File: src/sv/dks_pkg.sv
// Shared types, constants and permutation functions for the DES key schedule.
// No dependencies; imported by every module of the block.
package dks_pkg;

   localparam int KEY_BITS    = 64;
   localparam int HALF_BITS   = 28;
   localparam int CD_BITS     = 2 * HALF_BITS;
   localparam int SUBKEY_BITS = 48;
   localparam int ROUND_BITS  = 5;

   localparam logic [ROUND_BITS-1:0] FIRST_ROUND      = ROUND_BITS'(1);
   localparam logic [ROUND_BITS-1:0] SECOND_ROUND     = ROUND_BITS'(2);
   localparam logic [ROUND_BITS-1:0] MID_SINGLE_ROUND = ROUND_BITS'(9);
   localparam logic [ROUND_BITS-1:0] LAST_ROUND       = ROUND_BITS'(16);
   localparam logic [ROUND_BITS-1:0] NO_ROUND         = ROUND_BITS'(0);

   // Command codes
   localparam logic CMD_LOAD    = 1'b0;
   localparam logic CMD_ADVANCE = 1'b1;

   // Parity-drop table: source bit of the key for each output bit,
   // bits counted from the most significant end starting at one
   localparam int unsigned PC1_TAB [CD_BITS] = '{
      57, 49, 41, 33, 25, 17,  9,  1, 58, 50, 42, 34, 26, 18,
      10,  2, 59, 51, 43, 35, 27, 19, 11,  3, 60, 52, 44, 36,
      63, 55, 47, 39, 31, 23, 15,  7, 62, 54, 46, 38, 30, 22,
      14,  6, 61, 53, 45, 37, 29, 21, 13,  5, 28, 20, 12,  4
   };

   // Compression table: source bit of C||D for each subkey bit,
   // counted the same way from the most significant end
   localparam int unsigned PC2_TAB [SUBKEY_BITS] = '{
      14, 17, 11, 24,  1,  5,  3, 28, 15,  6, 21, 10,
      23, 19, 12,  4, 26,  8, 16,  7, 27, 20, 13,  2,
      41, 52, 31, 37, 47, 55, 30, 40, 51, 45, 33, 48,
      44, 49, 39, 56, 34, 53, 46, 42, 50, 36, 29, 32
   };

   typedef struct packed {
      logic                cmd;
      logic [KEY_BITS-1:0] key_word;
   } req_type;

   typedef struct packed {
      logic [ROUND_BITS-1:0]  round_index;
      logic [SUBKEY_BITS-1:0] subkey;
   } rsp_type;

   // Parity drop: 64-bit key to C||D
   function automatic logic [CD_BITS-1:0] pc1_perm(input logic [KEY_BITS-1:0] key);
      logic [CD_BITS-1:0] cd;
      cd = '0;
      for (int i = 0; i < CD_BITS; i++) begin
         cd[CD_BITS-1-i] = key[KEY_BITS - PC1_TAB[i]];
      end
      return cd;
   endfunction

   // Compression: C||D to 48-bit subkey
   function automatic logic [SUBKEY_BITS-1:0] pc2_perm(input logic [CD_BITS-1:0] cd);
      logic [SUBKEY_BITS-1:0] sk;
      sk = '0;
      for (int i = 0; i < SUBKEY_BITS; i++) begin
         sk[SUBKEY_BITS-1-i] = cd[CD_BITS - PC2_TAB[i]];
      end
      return sk;
   endfunction

   // Left rotate of one half by one or two places
   function automatic logic [HALF_BITS-1:0] rot_half(input logic [HALF_BITS-1:0] v,
                                                     input logic              by_one);
      if (by_one) begin
         return {v[HALF_BITS-2:0], v[HALF_BITS-1]};
      end
      return {v[HALF_BITS-3:0], v[HALF_BITS-1:HALF_BITS-2]};
   endfunction

endpackage

File: src/sv/dks_round.sv
// Round engine: C/D half registers and round counter, next-round logic and compression.
// Depends on dks_pkg.
module dks_round import dks_pkg::*; (
   input  logic    clock,
   input  logic    reset,
   input  logic    fire,
   input  req_type req,
   output rsp_type result
);

   logic [HALF_BITS-1:0]  c_ff, c_in;
   logic [HALF_BITS-1:0]  d_ff, d_in;
   logic [ROUND_BITS-1:0] round_ff, round_in;
   logic [CD_BITS-1:0]    loaded_cd;
   logic [HALF_BITS-1:0]  c_base, d_base;
   logic                  shift_one;

   // Next round number; a load restarts at round one, sixteen wraps
   always_comb begin
      if (req.cmd == CMD_LOAD) begin
         round_in = FIRST_ROUND;
      end else if (round_ff == NO_ROUND || round_ff >= LAST_ROUND) begin
         round_in = FIRST_ROUND;
      end else begin
         round_in = round_ff + FIRST_ROUND;
      end
   end

   // Half selection and rotation
   always_comb begin
      loaded_cd = pc1_perm(req.key_word);
      shift_one = (round_in == FIRST_ROUND) || (round_in == SECOND_ROUND) ||
                  (round_in == MID_SINGLE_ROUND) || (round_in == LAST_ROUND);
      if (req.cmd == CMD_LOAD) begin
         c_base = loaded_cd[CD_BITS-1:HALF_BITS];
         d_base = loaded_cd[HALF_BITS-1:0];
      end else begin
         c_base = c_ff;
         d_base = d_ff;
      end
      c_in = rot_half(c_base, shift_one);
      d_in = rot_half(d_base, shift_one);
   end

   // Subkey of the round being taken
   always_comb begin
      result.round_index = round_in;
      result.subkey      = pc2_perm({c_in, d_in});
   end

   // Schedule state, updated once per accepted transaction
   always_ff @(posedge clock) begin
      if (reset) begin
         c_ff     <= '0;
         d_ff     <= '0;
         round_ff <= NO_ROUND;
      end else if (fire) begin
         c_ff     <= c_in;
         d_ff     <= d_in;
         round_ff <= round_in;
      end
   end

endmodule

File: src/sv/dks_outbuf.sv
// Output register with a skid entry, so the input side waits on a stall only once the skid entry is full.
// Depends on dks_pkg.
module dks_outbuf import dks_pkg::*; (
   input  logic    clock,
   input  logic    reset,
   input  logic    in_valid,
   output logic    in_ready,
   input  rsp_type in_data,
   output logic    out_valid,
   input  logic    out_ready,
   output rsp_type out_data
);

   logic    out_valid_ff;
   rsp_type out_data_ff;
   logic    skid_valid_ff;
   rsp_type skid_data_ff;
   logic    in_fire;
   logic    out_free;

   assign in_ready  = !skid_valid_ff;
   assign in_fire   = in_valid && in_ready;
   assign out_free  = !out_valid_ff || out_ready;
   assign out_valid = out_valid_ff;
   assign out_data  = out_data_ff;

   // Control
   always_ff @(posedge clock) begin
      if (reset) begin
         out_valid_ff  <= 1'b0;
         skid_valid_ff <= 1'b0;
      end else if (out_free) begin
         out_valid_ff  <= skid_valid_ff || in_fire;
         skid_valid_ff <= 1'b0;
      end else if (in_fire) begin
         skid_valid_ff <= 1'b1;
      end
   end

   // Payload
   always_ff @(posedge clock) begin
      if (out_free) begin
         out_data_ff <= skid_valid_ff ? skid_data_ff : in_data;
      end else if (in_fire) begin
         skid_data_ff <= in_data;
      end
   end

endmodule

File: src/sv/des_key_schedule.sv
// DES round-key generator top level: round engine feeding a skid output buffer.
// Depends on dks_pkg, dks_round and dks_outbuf.
//
//   channel | dir | ports                           | moves
//   req     | in  | req_valid, req_ready, req_data  | cmd, key_word
//   rsp     | out | rsp_valid, rsp_ready, rsp_data  | round_index, subkey
//
// One transaction per cycle while req_ready is high; each result is registered in the output buffer.
// The half rotate and both bit permutations are combinational: wiring plus a 2:1 mux.
// A stalled result parks in the skid entry; req_ready drops only while it is full.
// Synchronous reset clears halves, round counter and the valid flags of both buffer entries.
module des_key_schedule import dks_pkg::*; (
   input  logic    clock,
   input  logic    reset,
   input  logic    req_valid,
   output logic    req_ready,
   input  req_type req_data,
   output logic    rsp_valid,
   input  logic    rsp_ready,
   output rsp_type rsp_data
);

   logic    req_fire;
   rsp_type round_result;

   assign req_fire = req_valid && req_ready;

   dks_round u_round (
      .clock  (clock),
      .reset  (reset),
      .fire   (req_fire),
      .req    (req_data),
      .result (round_result)
   );

   dks_outbuf u_outbuf (
      .clock     (clock),
      .reset     (reset),
      .in_valid  (req_valid),
      .in_ready  (req_ready),
      .in_data   (round_result),
      .out_valid (rsp_valid),
      .out_ready (rsp_ready),
      .out_data  (rsp_data)
   );

endmodule

File: config.mk
export PLATFORM = sky130hd
export DESIGN_NAME = des_key_schedule
export DESIGN_NICKNAME = d
export VERILOG_FILES = /design/src/sv/dks_pkg.sv /design/src/sv/dks_round.sv /design/src/sv/dks_outbuf.sv /design/src/sv/des_key_schedule.sv
export SDC_FILE = /design/constraint.sdc
export NUM_CORES = 1
export LEC_CHECK = 0
export CORE_UTILIZATION = 35
export DETAILED_ROUTE_END_ITERATION = 10
export DONT_BUFFER_PORTS = 1
export GPL_ROUTABILITY_DRIVEN = 0
export PLACE_DENSITY = 0.51
export SLEW_MARGIN = 20
export SYNTH_ARGS = -nofsm -noshare
export SYNTH_HDL_FRONTEND = slang
export SYNTH_HIERARCHICAL = 1
export SYNTH_SLANG_ARGS = --single-unit
File: constraint.sdc
create_clock -name clock -period 7.9 [get_ports clock]
set_input_delay 1.58 -clock clock [delete_from_list [all_inputs] [get_ports clock]]
set_output_delay 1.58 -clock clock [all_outputs]
set_load 0.02 [all_outputs]
==> results_dict.tcl, run 1 <==
set metrics [dict create \
    outcome "finished, final reports clean" \
    fmax_mhz 231 \
    final-setup-viol-count 0 \
    cts_buffers 17 \
    critical_path_class "in2reg" \
    crit_arrival_ns 4.51 \
    period_needed_ns 4.33 \
    final-hold-violation-count 0 \
    num-fill-cells 2222 \
    vias_per_cell 5.50 \
    io_pins 124 \
    antenna_cells 0 \
    rows 56 \
    ctsLongestPathBuffers 2 \
    dp_cells 924 \
    grt_max_degree 113 \
    area_growth_pct 5.08 \
    period_share_pct 54.8 \
    cap_viol_max_count 0 \
    finalWirelength_um 19900 \
    dieArea_um2 25200 \
    grt-ovfl-total 0 \
    start_kind "input port" \
    finalHoldWorstSlack_ns 0.463 \
    hold_buffers 0 \
    ys_seq_area_share_pct 51.7 \
    crit_required_ns 8.08 \
    final_area_um2 9030 \
    root_buffer "clkbuf_16" \
    grt_pass1_wl_um 31700 \
    dr.pass1.iters 4 \
    grt_pass1_vias 5280 \
    p_leak_nw 3.41 \
    maxSlewHeadroom_pct 25.9 \
    fin_worst_skew_ns 0.0122 \
    clk_pin_slew_worst_paths_ns 0.07 \
    tightest_slew_ns 1.11 \
    dp_hpwl_um 11300 \
    initial_utilization_pct 36.2 \
    port-buffer-count 0 \
    core-area_um2 23800 \
    cts_resized 0 \
    antenna_found_initial 0 \
    ys.flop_type "edfxtp_1" \
    drt_iter0_markers 269 \
    ir_worst_vdd_mv 0.117 \
    avgSynthCellArea_um2 12.2 \
    ys.warnings.count 6 \
    async_flop_share_pct 0 \
    synth_cell_type_count 37 \
    fin_setup_tns_ns 0 \
    die_h_um 159 \
    via_count 5263 \
    cp_max_fo 78 \
    instances_no_fill 957 \
    antenna_left 0 \
    cts_tree "done" \
    ctsHtreeMaxLevel 4 \
    cts_sinks 169 \
    hold_class "reg2reg" \
    worstHoldStart "u_round/d_ff[11]" \
    clk_latency_ns 0.42 \
    wire_per_inst_um 20.8 \
    critPathCaptureType "register" \
    critPathLaunch "req_data[64]" \
    drc 0 \
    syn_nets 778 \
    grtUsageTotal_pct 16.1 \
    fin_nets 696 \
    synthesis.area_um2 8600 \
    drive_above_1_share_pct 16.9 \
    synth_cells 707 \
    crit-reg2reg-launch "u_round/round_ff[0]" \
    ys_ff_latch 169 \
    placed_area_um2 8410 \
    p_per_area_nw_per_um2 239 \
    cts_setup_buffers 0 \
    synth_edf_count 106 \
    rsz0062_at_grt "no" \
    slew_viol_final 0 \
    die_w_um 159 \
]
==> per-layer routing <==
metal / part of all wire, % / global-route usage [%] / up-vias
li1: - / - / 2464
met1: 49 / 22.3 / 2639
met2: 45 / 24.4 / 133
met3: 4.2 / 3.61 / 27
met4: 1.8 / 6.09 / 0
met5: 0 / 0 / -
==> flip-flops by register name (all words and copies together) (netlist names) <==
name and flops:
u_round/d_ff 28, u_outbuf/out_data 53, u_round/c_ff 28, u_outbuf/out_valid 1
u_round/round_ff 5, u_outbuf/skid_data_ff 53, u_outbuf/skid_valid_ff 1
==> path summary, 6_finish.rpt <==
kind | to | slack, ns | depth (start not counted)
worst max-delay path | u_outbuf/out_data[15] | 3.57 | 8
worst min-delay path | u_round/d_ff[11] | 0.46 | 2
worst min register to register | u_round/d_ff[11] | 0.46 | 2
worst max register to register | u_outbuf/out_data[15] | 3.90 | 9
==> cells by family after synthesis <==
family	count (synthesis)	share of synthesized area, %
AO/OA/AOI/OAI	119	11.1
XOR/XNOR	2	0.204
adder cells (fa/ha/maj)	2	0.291
buffers and inverters	113	8.37
flip-flops	169	51.7
multiplexers	162	21.3
AND/OR/NAND/NOR	140	7.07
==> where the power goes <==
| part | leakage [nW] | internal, W | switching, W |
|---|---|---|---|
| Combinational | 1.54 | 0.0000846 | 0.000117 |
| Sequential | 1.59 | 0.00101 | 0.0000725 |
| Clock | 0.284 | 0.000503 | 0.000373 |
| Total | 3.41 | 0.00160 | 0.000562 |
==> layout make-up <==
class	instances	area (um2)	area share [%]
repair buffers	8	80.1	0.886
clock inverters	13	168	1.86
inverters	4	15.0	0.166
clock buffers	19	433	4.79
multi-input cells	425	3490	38.7
flip-flops and latches	169	4450	49.2
well taps	319	399	4.42
==> cells in the mapped netlist, types with 4 or more instances <==
cell type,count,share of area (%)
mux2_2,17,2.2
dfxtp_1,63,15
buf_4,49,4.3
mux2_4,37,6.5
clkbuf_1,30,1.3
nand2_1,52,2.3
nand2b_1,4,0.29
o311ai_1,12,1.2
o311ai_0,44,4.5
buf_6,12,1.6
inv_1,4,0.17
buf_2,13,0.76
mux2i_1,108,13
or3b_2,8,0.81
o211ai_1,56,4.9
edfxtp_1,106,37
clkbuf_2,4,0.23
nor2_1,63,2.8
==> critical path, stage by stage <==
cell,delay [ns]
and2b_1,0.19
o21a_1,0.17
o21ai_4,0.07
buf_4,0.54
o21a_4,0.90
buf_4,0.49
mux2i_1,0.16
mux2_4,0.29
==> stage by stage <==
| stage | worst slack (ns) | utilization (%) | power [W] |
|---|---|---|---|
| global placement | 3.15 | 35.4 | 0.00130 |
| detailed placement | 3.09 | 35.4 | 0.00130 |
| global route | 3.38 | 38.0 | 0.00225 |
| CTS | 3.53 | 37.9 | 0.00219 |
| floorplan | 0.461 | - | 0.00130 |
| finish | 3.57 | 38.0 | 0.00216 |
==> placed cells by master, fill, tap and decap left out, types with 3 or more instances in the layout <==
master        n
mux2i_1     108
edfxtp_1    106
nor2_1       62
dfxtp_1      62
o211ai_1     56
nand2_1      52
o311ai_0     44
mux2_4       37
clkbuf_16    17
mux2_2       17
o311ai_1     12
or3b_2        8
buf_4         7
inv_6         4
inv_1         4
clkinvlp_4    3
bufinv_16     3
nand3_1       3
No activity file was read; power rests on OpenSTA's default activity.
==> inputs of run 2 (changes only) <==
- PLACE_DENSITY: 0.51 -> 0.53
- clock period: 7.9 -> 3.6 ns (I/O delays scaled with it)
==> results_dict.tcl, run 2 (synthesis results as in run 1) <==
set metrics [dict create \
    grtUsageTotal_pct 16.2 \
    cts_resized 0 \
    drive_above_1_share_pct 17.5 \
    cpMaxStageDelayCell "o21a_4" \
    instances_no_fill 959 \
    fmax_mhz 326 \
    hold_class "in2reg" \
    area_growth_pct 5.27 \
    die_h_um 159 \
    rsz0062_at_grt "no" \
    num-fill-cells 2266 \
    via_count 5254 \
    final-hold-violation-count 0 \
    core-area_um2 23800 \
    slew_viol_final 0 \
    final_util_pct 38.1 \
    cap_viol_max_count 0 \
    clk_latency_ns 0.42 \
    crit_required_ns 3.77 \
    cts_buffers 17 \
    grt-ovfl-total 0 \
    maxSlewHeadroom_pct 30.7 \
    period_needed_ns 3.07 \
    cts_tree "done" \
    antenna_found_initial 0 \
    dp_hpwl_um 11300 \
    grt_pass1_vias 5211 \
    max_stage_delay_ns 0.63 \
    fin_setup_tns_ns 0 \
    final_common_cell "mux2i_1" \
    tightest_slew_ns 1.04 \
    grt_max_degree 113 \
    grt_pass1_wl_um 31700 \
    outcome "finished, final reports clean" \
    period_share_pct 85.3 \
    die_w_um 159 \
    crit_arrival_ns 3.24 \
    critical_path_class "reg2reg" \
    root_buffer "clkbuf_16" \
    ctsHtreeMaxLevel 4 \
    critPathCaptureType "register" \
    hold_buffers 0 \
    cts_setup_buffers 0 \
    rows 56 \
    ctsLongestPathBuffers 2 \
    dp_cells 926 \
    p_per_area_nw_per_um2 519 \
    path_common_cell "mux2_2" \
    worstPathCellList "ha_1 -> nand3_1 -> mux2_2 -> nor2_4 -> o21a_4 -> buf_12 -> mux2i_1 -> mux2_2" \
    ir_worst_vdd_mv 0.306 \
    cts_sinks 169 \
    drc 0 \
    port-buffer-count 0 \
    clk_pin_slew_worst_paths_ns 0.07 \
    regToRegSetupSlack_ns 0.53 \
    initial_utilization_pct 36.2 \
    final-setup-viol-count 0 \
    wire_per_inst_um 20.7 \
    fin_worst_skew_ns 0.0101 \
    drt_iter0_markers 296 \
    dr.pass1.iters 5 \
    dieArea_um2 25200 \
    p_leak_nw 3.42 \
    antenna_cells 0 \
    vias_per_cell 5.48 \
    layout_common_cells "mux2i_1 (108), edfxtp_1 (106), nor2_1 (62), dfxtp_1 (62), o211ai_1 (56)" \
    fin_nets 698 \
    cp_max_fo 53 \
    io_pins 124 \
    antenna_left 0 \
    start_kind "register" \
    finalWirelength_um 19900 \
]
-- run 2: layout make-up --
class	count	area, um2	share of cell area, %
clock inverters	14	161	1.78
well taps	319	399	4.41
clock buffers	18	429	4.74
flip-flops and latches	169	4450	49.1
inverters	4	15.0	0.166
multi-input cells	425	3500	38.7
repair buffers	10	100	1.11
-- run 2: worst paths after layout --
check | start | endpoint | depth (start not counted)
max reg2reg | u_round/round_ff[0] | u_outbuf/out_data[1] | 8
min | reset | u_outbuf/out_valid | 1
min reg2reg | u_round/d_ff[11] | u_round/d_ff[11] | 2
max | u_round/round_ff[0] | u_outbuf/out_data[1] | 8
-- run 2: power breakdown --
group	leakage (nW)	internal [W]	switching, W
clock network	0.284	0.00104	0.000836
logic	1.55	0.000187	0.000263
registers	1.59	0.00222	0.000151
total	3.42	0.00345	0.00125
-- run 2: worst max-delay path: cells and delay by family (launching register included) --
family,cells,cell delay [ns]
flip-flops,1,0.48
multiplexers,3,0.78
AO/OA/AOI/OAI,1,0.63
buffers and inverters,1,0.36
adder cells (fa/ha/maj),1,0.27
AND/OR/NAND/NOR,2,0.25
-- run 2: layer usage --
layer  vias to the layer above  share of wire [%]  global-route usage, %
li1                       2463                  -                      -
met1                      2644                 49                   22.9
met2                       136                 45                   24.1
met3                        11                5.3                   4.21
met4                         0               0.96                   4.72
met5                         -                  0                      0
-- run 2: metrics by stage --
stage	instance area (um2)	hold slack [ns]	power, W	setup WS [ns]
2_1_floorplan	8610	0.432	0.00284	0.180
3_3_place_gp	8440	0.445	0.00285	0.678
3_5_place_dp	8440	0.450	0.00286	0.571
4_1_cts	9030	0.335	0.00477	0.542
5_1_grt	9050	0.338	0.00491	0.342
6_report	9050	0.370	0.00470	0.530
==> inputs of run 3 (changes only) <==
- CORE_ASPECT_RATIO: default -> 0.75
==> results_dict.tcl, run 3 (synthesis results as in run 1) <==
set metrics [dict create \
    fin_nets 699 \
    cts_buffers 17 \
    period_share_pct 89.6 \
    root_buffer "clkbuf_16" \
    use_met3_pct 6.00 \
    antenna_left 0 \
    antenna_found_initial 0 \
    core-area_um2 24000 \
    grtUsageTotal_pct 15.9 \
    period_needed_ns 3.23 \
    grt_max_degree 65 \
    r2r_cells 8 \
    critPathCaptureType "register" \
    cts_sinks 169 \
    grt_pass1_vias 5192 \
    dieArea_um2 25200 \
    final-hold-violation-count 0 \
    drt_iter0_markers 378 \
    cts_setup_buffers 0 \
    drive_above_1_share_pct 16.9 \
    fin_setup_tns_ns 0 \
    tightest_slew_ns 1.03 \
    cts_resized 0 \
    wire_per_inst_um 19.9 \
    hold_depth 1 \
    port-buffer-count 0 \
    hold_buffers 0 \
    maxSlewHeadroom_pct 31.1 \
    initial_utilization_pct 35.8 \
    finalHoldWorstSlack_ns 0.360 \
    slew_viol_final 0 \
    die_w_um 183 \
    dp_hpwl_um 11600 \
    cts_tree "done" \
    p_per_area_nw_per_um2 500 \
    grt-ovfl-total 0 \
    rsz0062_at_grt "no" \
    final_common_cell "mux2i_1" \
    dr.pass1.iters 5 \
    area_growth_pct 4.60 \
    crit_required_ns 3.77 \
    ir_worst_vdd_mv 0.416 \
    crit_arrival_ns 3.40 \
    io_pins 124 \
    ctsLongestPathBuffers 2 \
    via_count 5225 \
    drc 0 \
    clk_pin_slew_worst_paths_ns 0.06 \
    fmax_mhz 310 \
    cap_viol_max_count 0 \
    die_h_um 138 \
    final-setup-viol-count 0 \
    grt_pass1_wl_um 30500 \
    layout_common_cells "mux2i_1 (108), edfxtp_1 (106), nor2_1 (62), dfxtp_1 (62), o211ai_1 (56)" \
    finalWirelength_um 19300 \
    start_kind "register" \
    antenna_cells 0 \
    ctsHtreeMaxLevel 4 \
    outcome "finished, final reports clean" \
    num-fill-cells 2309 \
    cp_max_fo 64 \
    clk_latency_ns 0.43 \
    vias_per_cell 5.38 \
    top_usage_layer "met2" \
    hold_class "in2reg" \
    met2_usage_pct 22.2 \
    critical_path_class "reg2reg" \
    grt.met1_usage_pct 22.2 \
    rows 49 \
    p_leak_nw 3.39 \
    fin_worst_skew_ns 0.0120 \
]
run 3: cell types whose count changed in the layout (fill, tap and decap cells not counted), sizes merged:
cell,previous run,this run
buf,10,11
bufinv,2,1
clkbuf,18,21
clkinv,4,7
inv,10,4
run 3: per-layer routing:
metal / vias up / routed length [um]
met4: 0 / 197
li1: 2474 / -
met5: - / 0
met2: 170 / 8110
met1: 2567 / 9490
met3: 14 / 1480
run 3: worst max-delay path: stages (launching register included):
cell and delay [ns]:
dfxtp_1 0.47, ha_1 0.26, nand3_1 0.15, mux2_2 0.33
nor2_4 0.11, o21a_4 0.73, buf_12 0.31, mux2i_1 0.15
mux2_4 0.30
run 3: path summary, 6_finish.rpt:
path,startpoint,end,slack [ns]
max,u_round/round_ff[0],u_outbuf/out_data[43],0.37
min,reset,u_outbuf/out_valid,0.36
max reg2reg,u_round/round_ff[0],u_outbuf/out_data[43],0.37
min reg2reg,u_round/d_ff[11],u_round/d_ff[11],0.46
run 3: layout make-up:
cell class	count	area (um2)	area share (%)
Sequential cell	169	4450	49.5
Multi-Input combinational cell	425	3500	38.9
Clock buffer	21	440	4.90
Tap cell	331	414	4.60
Timing Repair Buffer	11	95.1	1.06
Clock inverter	10	82.6	0.918
Inverter	4	15.0	0.167
run 3: report_power, final:
part | total (W) | switching, W | internal (W)
sequential | 0.00237 | 0.000152 | 0.00222
clock | 0.00168 | 0.000736 | 0.000939
combinational | 0.000447 | 0.000261 | 0.000186
run 3: metrics by stage:
| step | setup slack [ns] | instance area, um2 | utilization (%) | power, W | std cells |
|---|---|---|---|---|---|
| final | 0.373 | 8990 | 37.4 | 0.00450 | 971 |
| after global routing | 0.221 | 8990 | 37.4 | 0.00469 | 971 |
| after CTS | 0.462 | 8990 | 37.4 | 0.00456 | 971 |
| after detailed placement | 0.489 | 8470 | 35.2 | 0.00286 | 940 |
| after global placement | 0.610 | 8470 | 35.2 | 0.00285 | 940 |
| after floorplan | 0.180 | 8610 | - | 0.00284 | 707 |
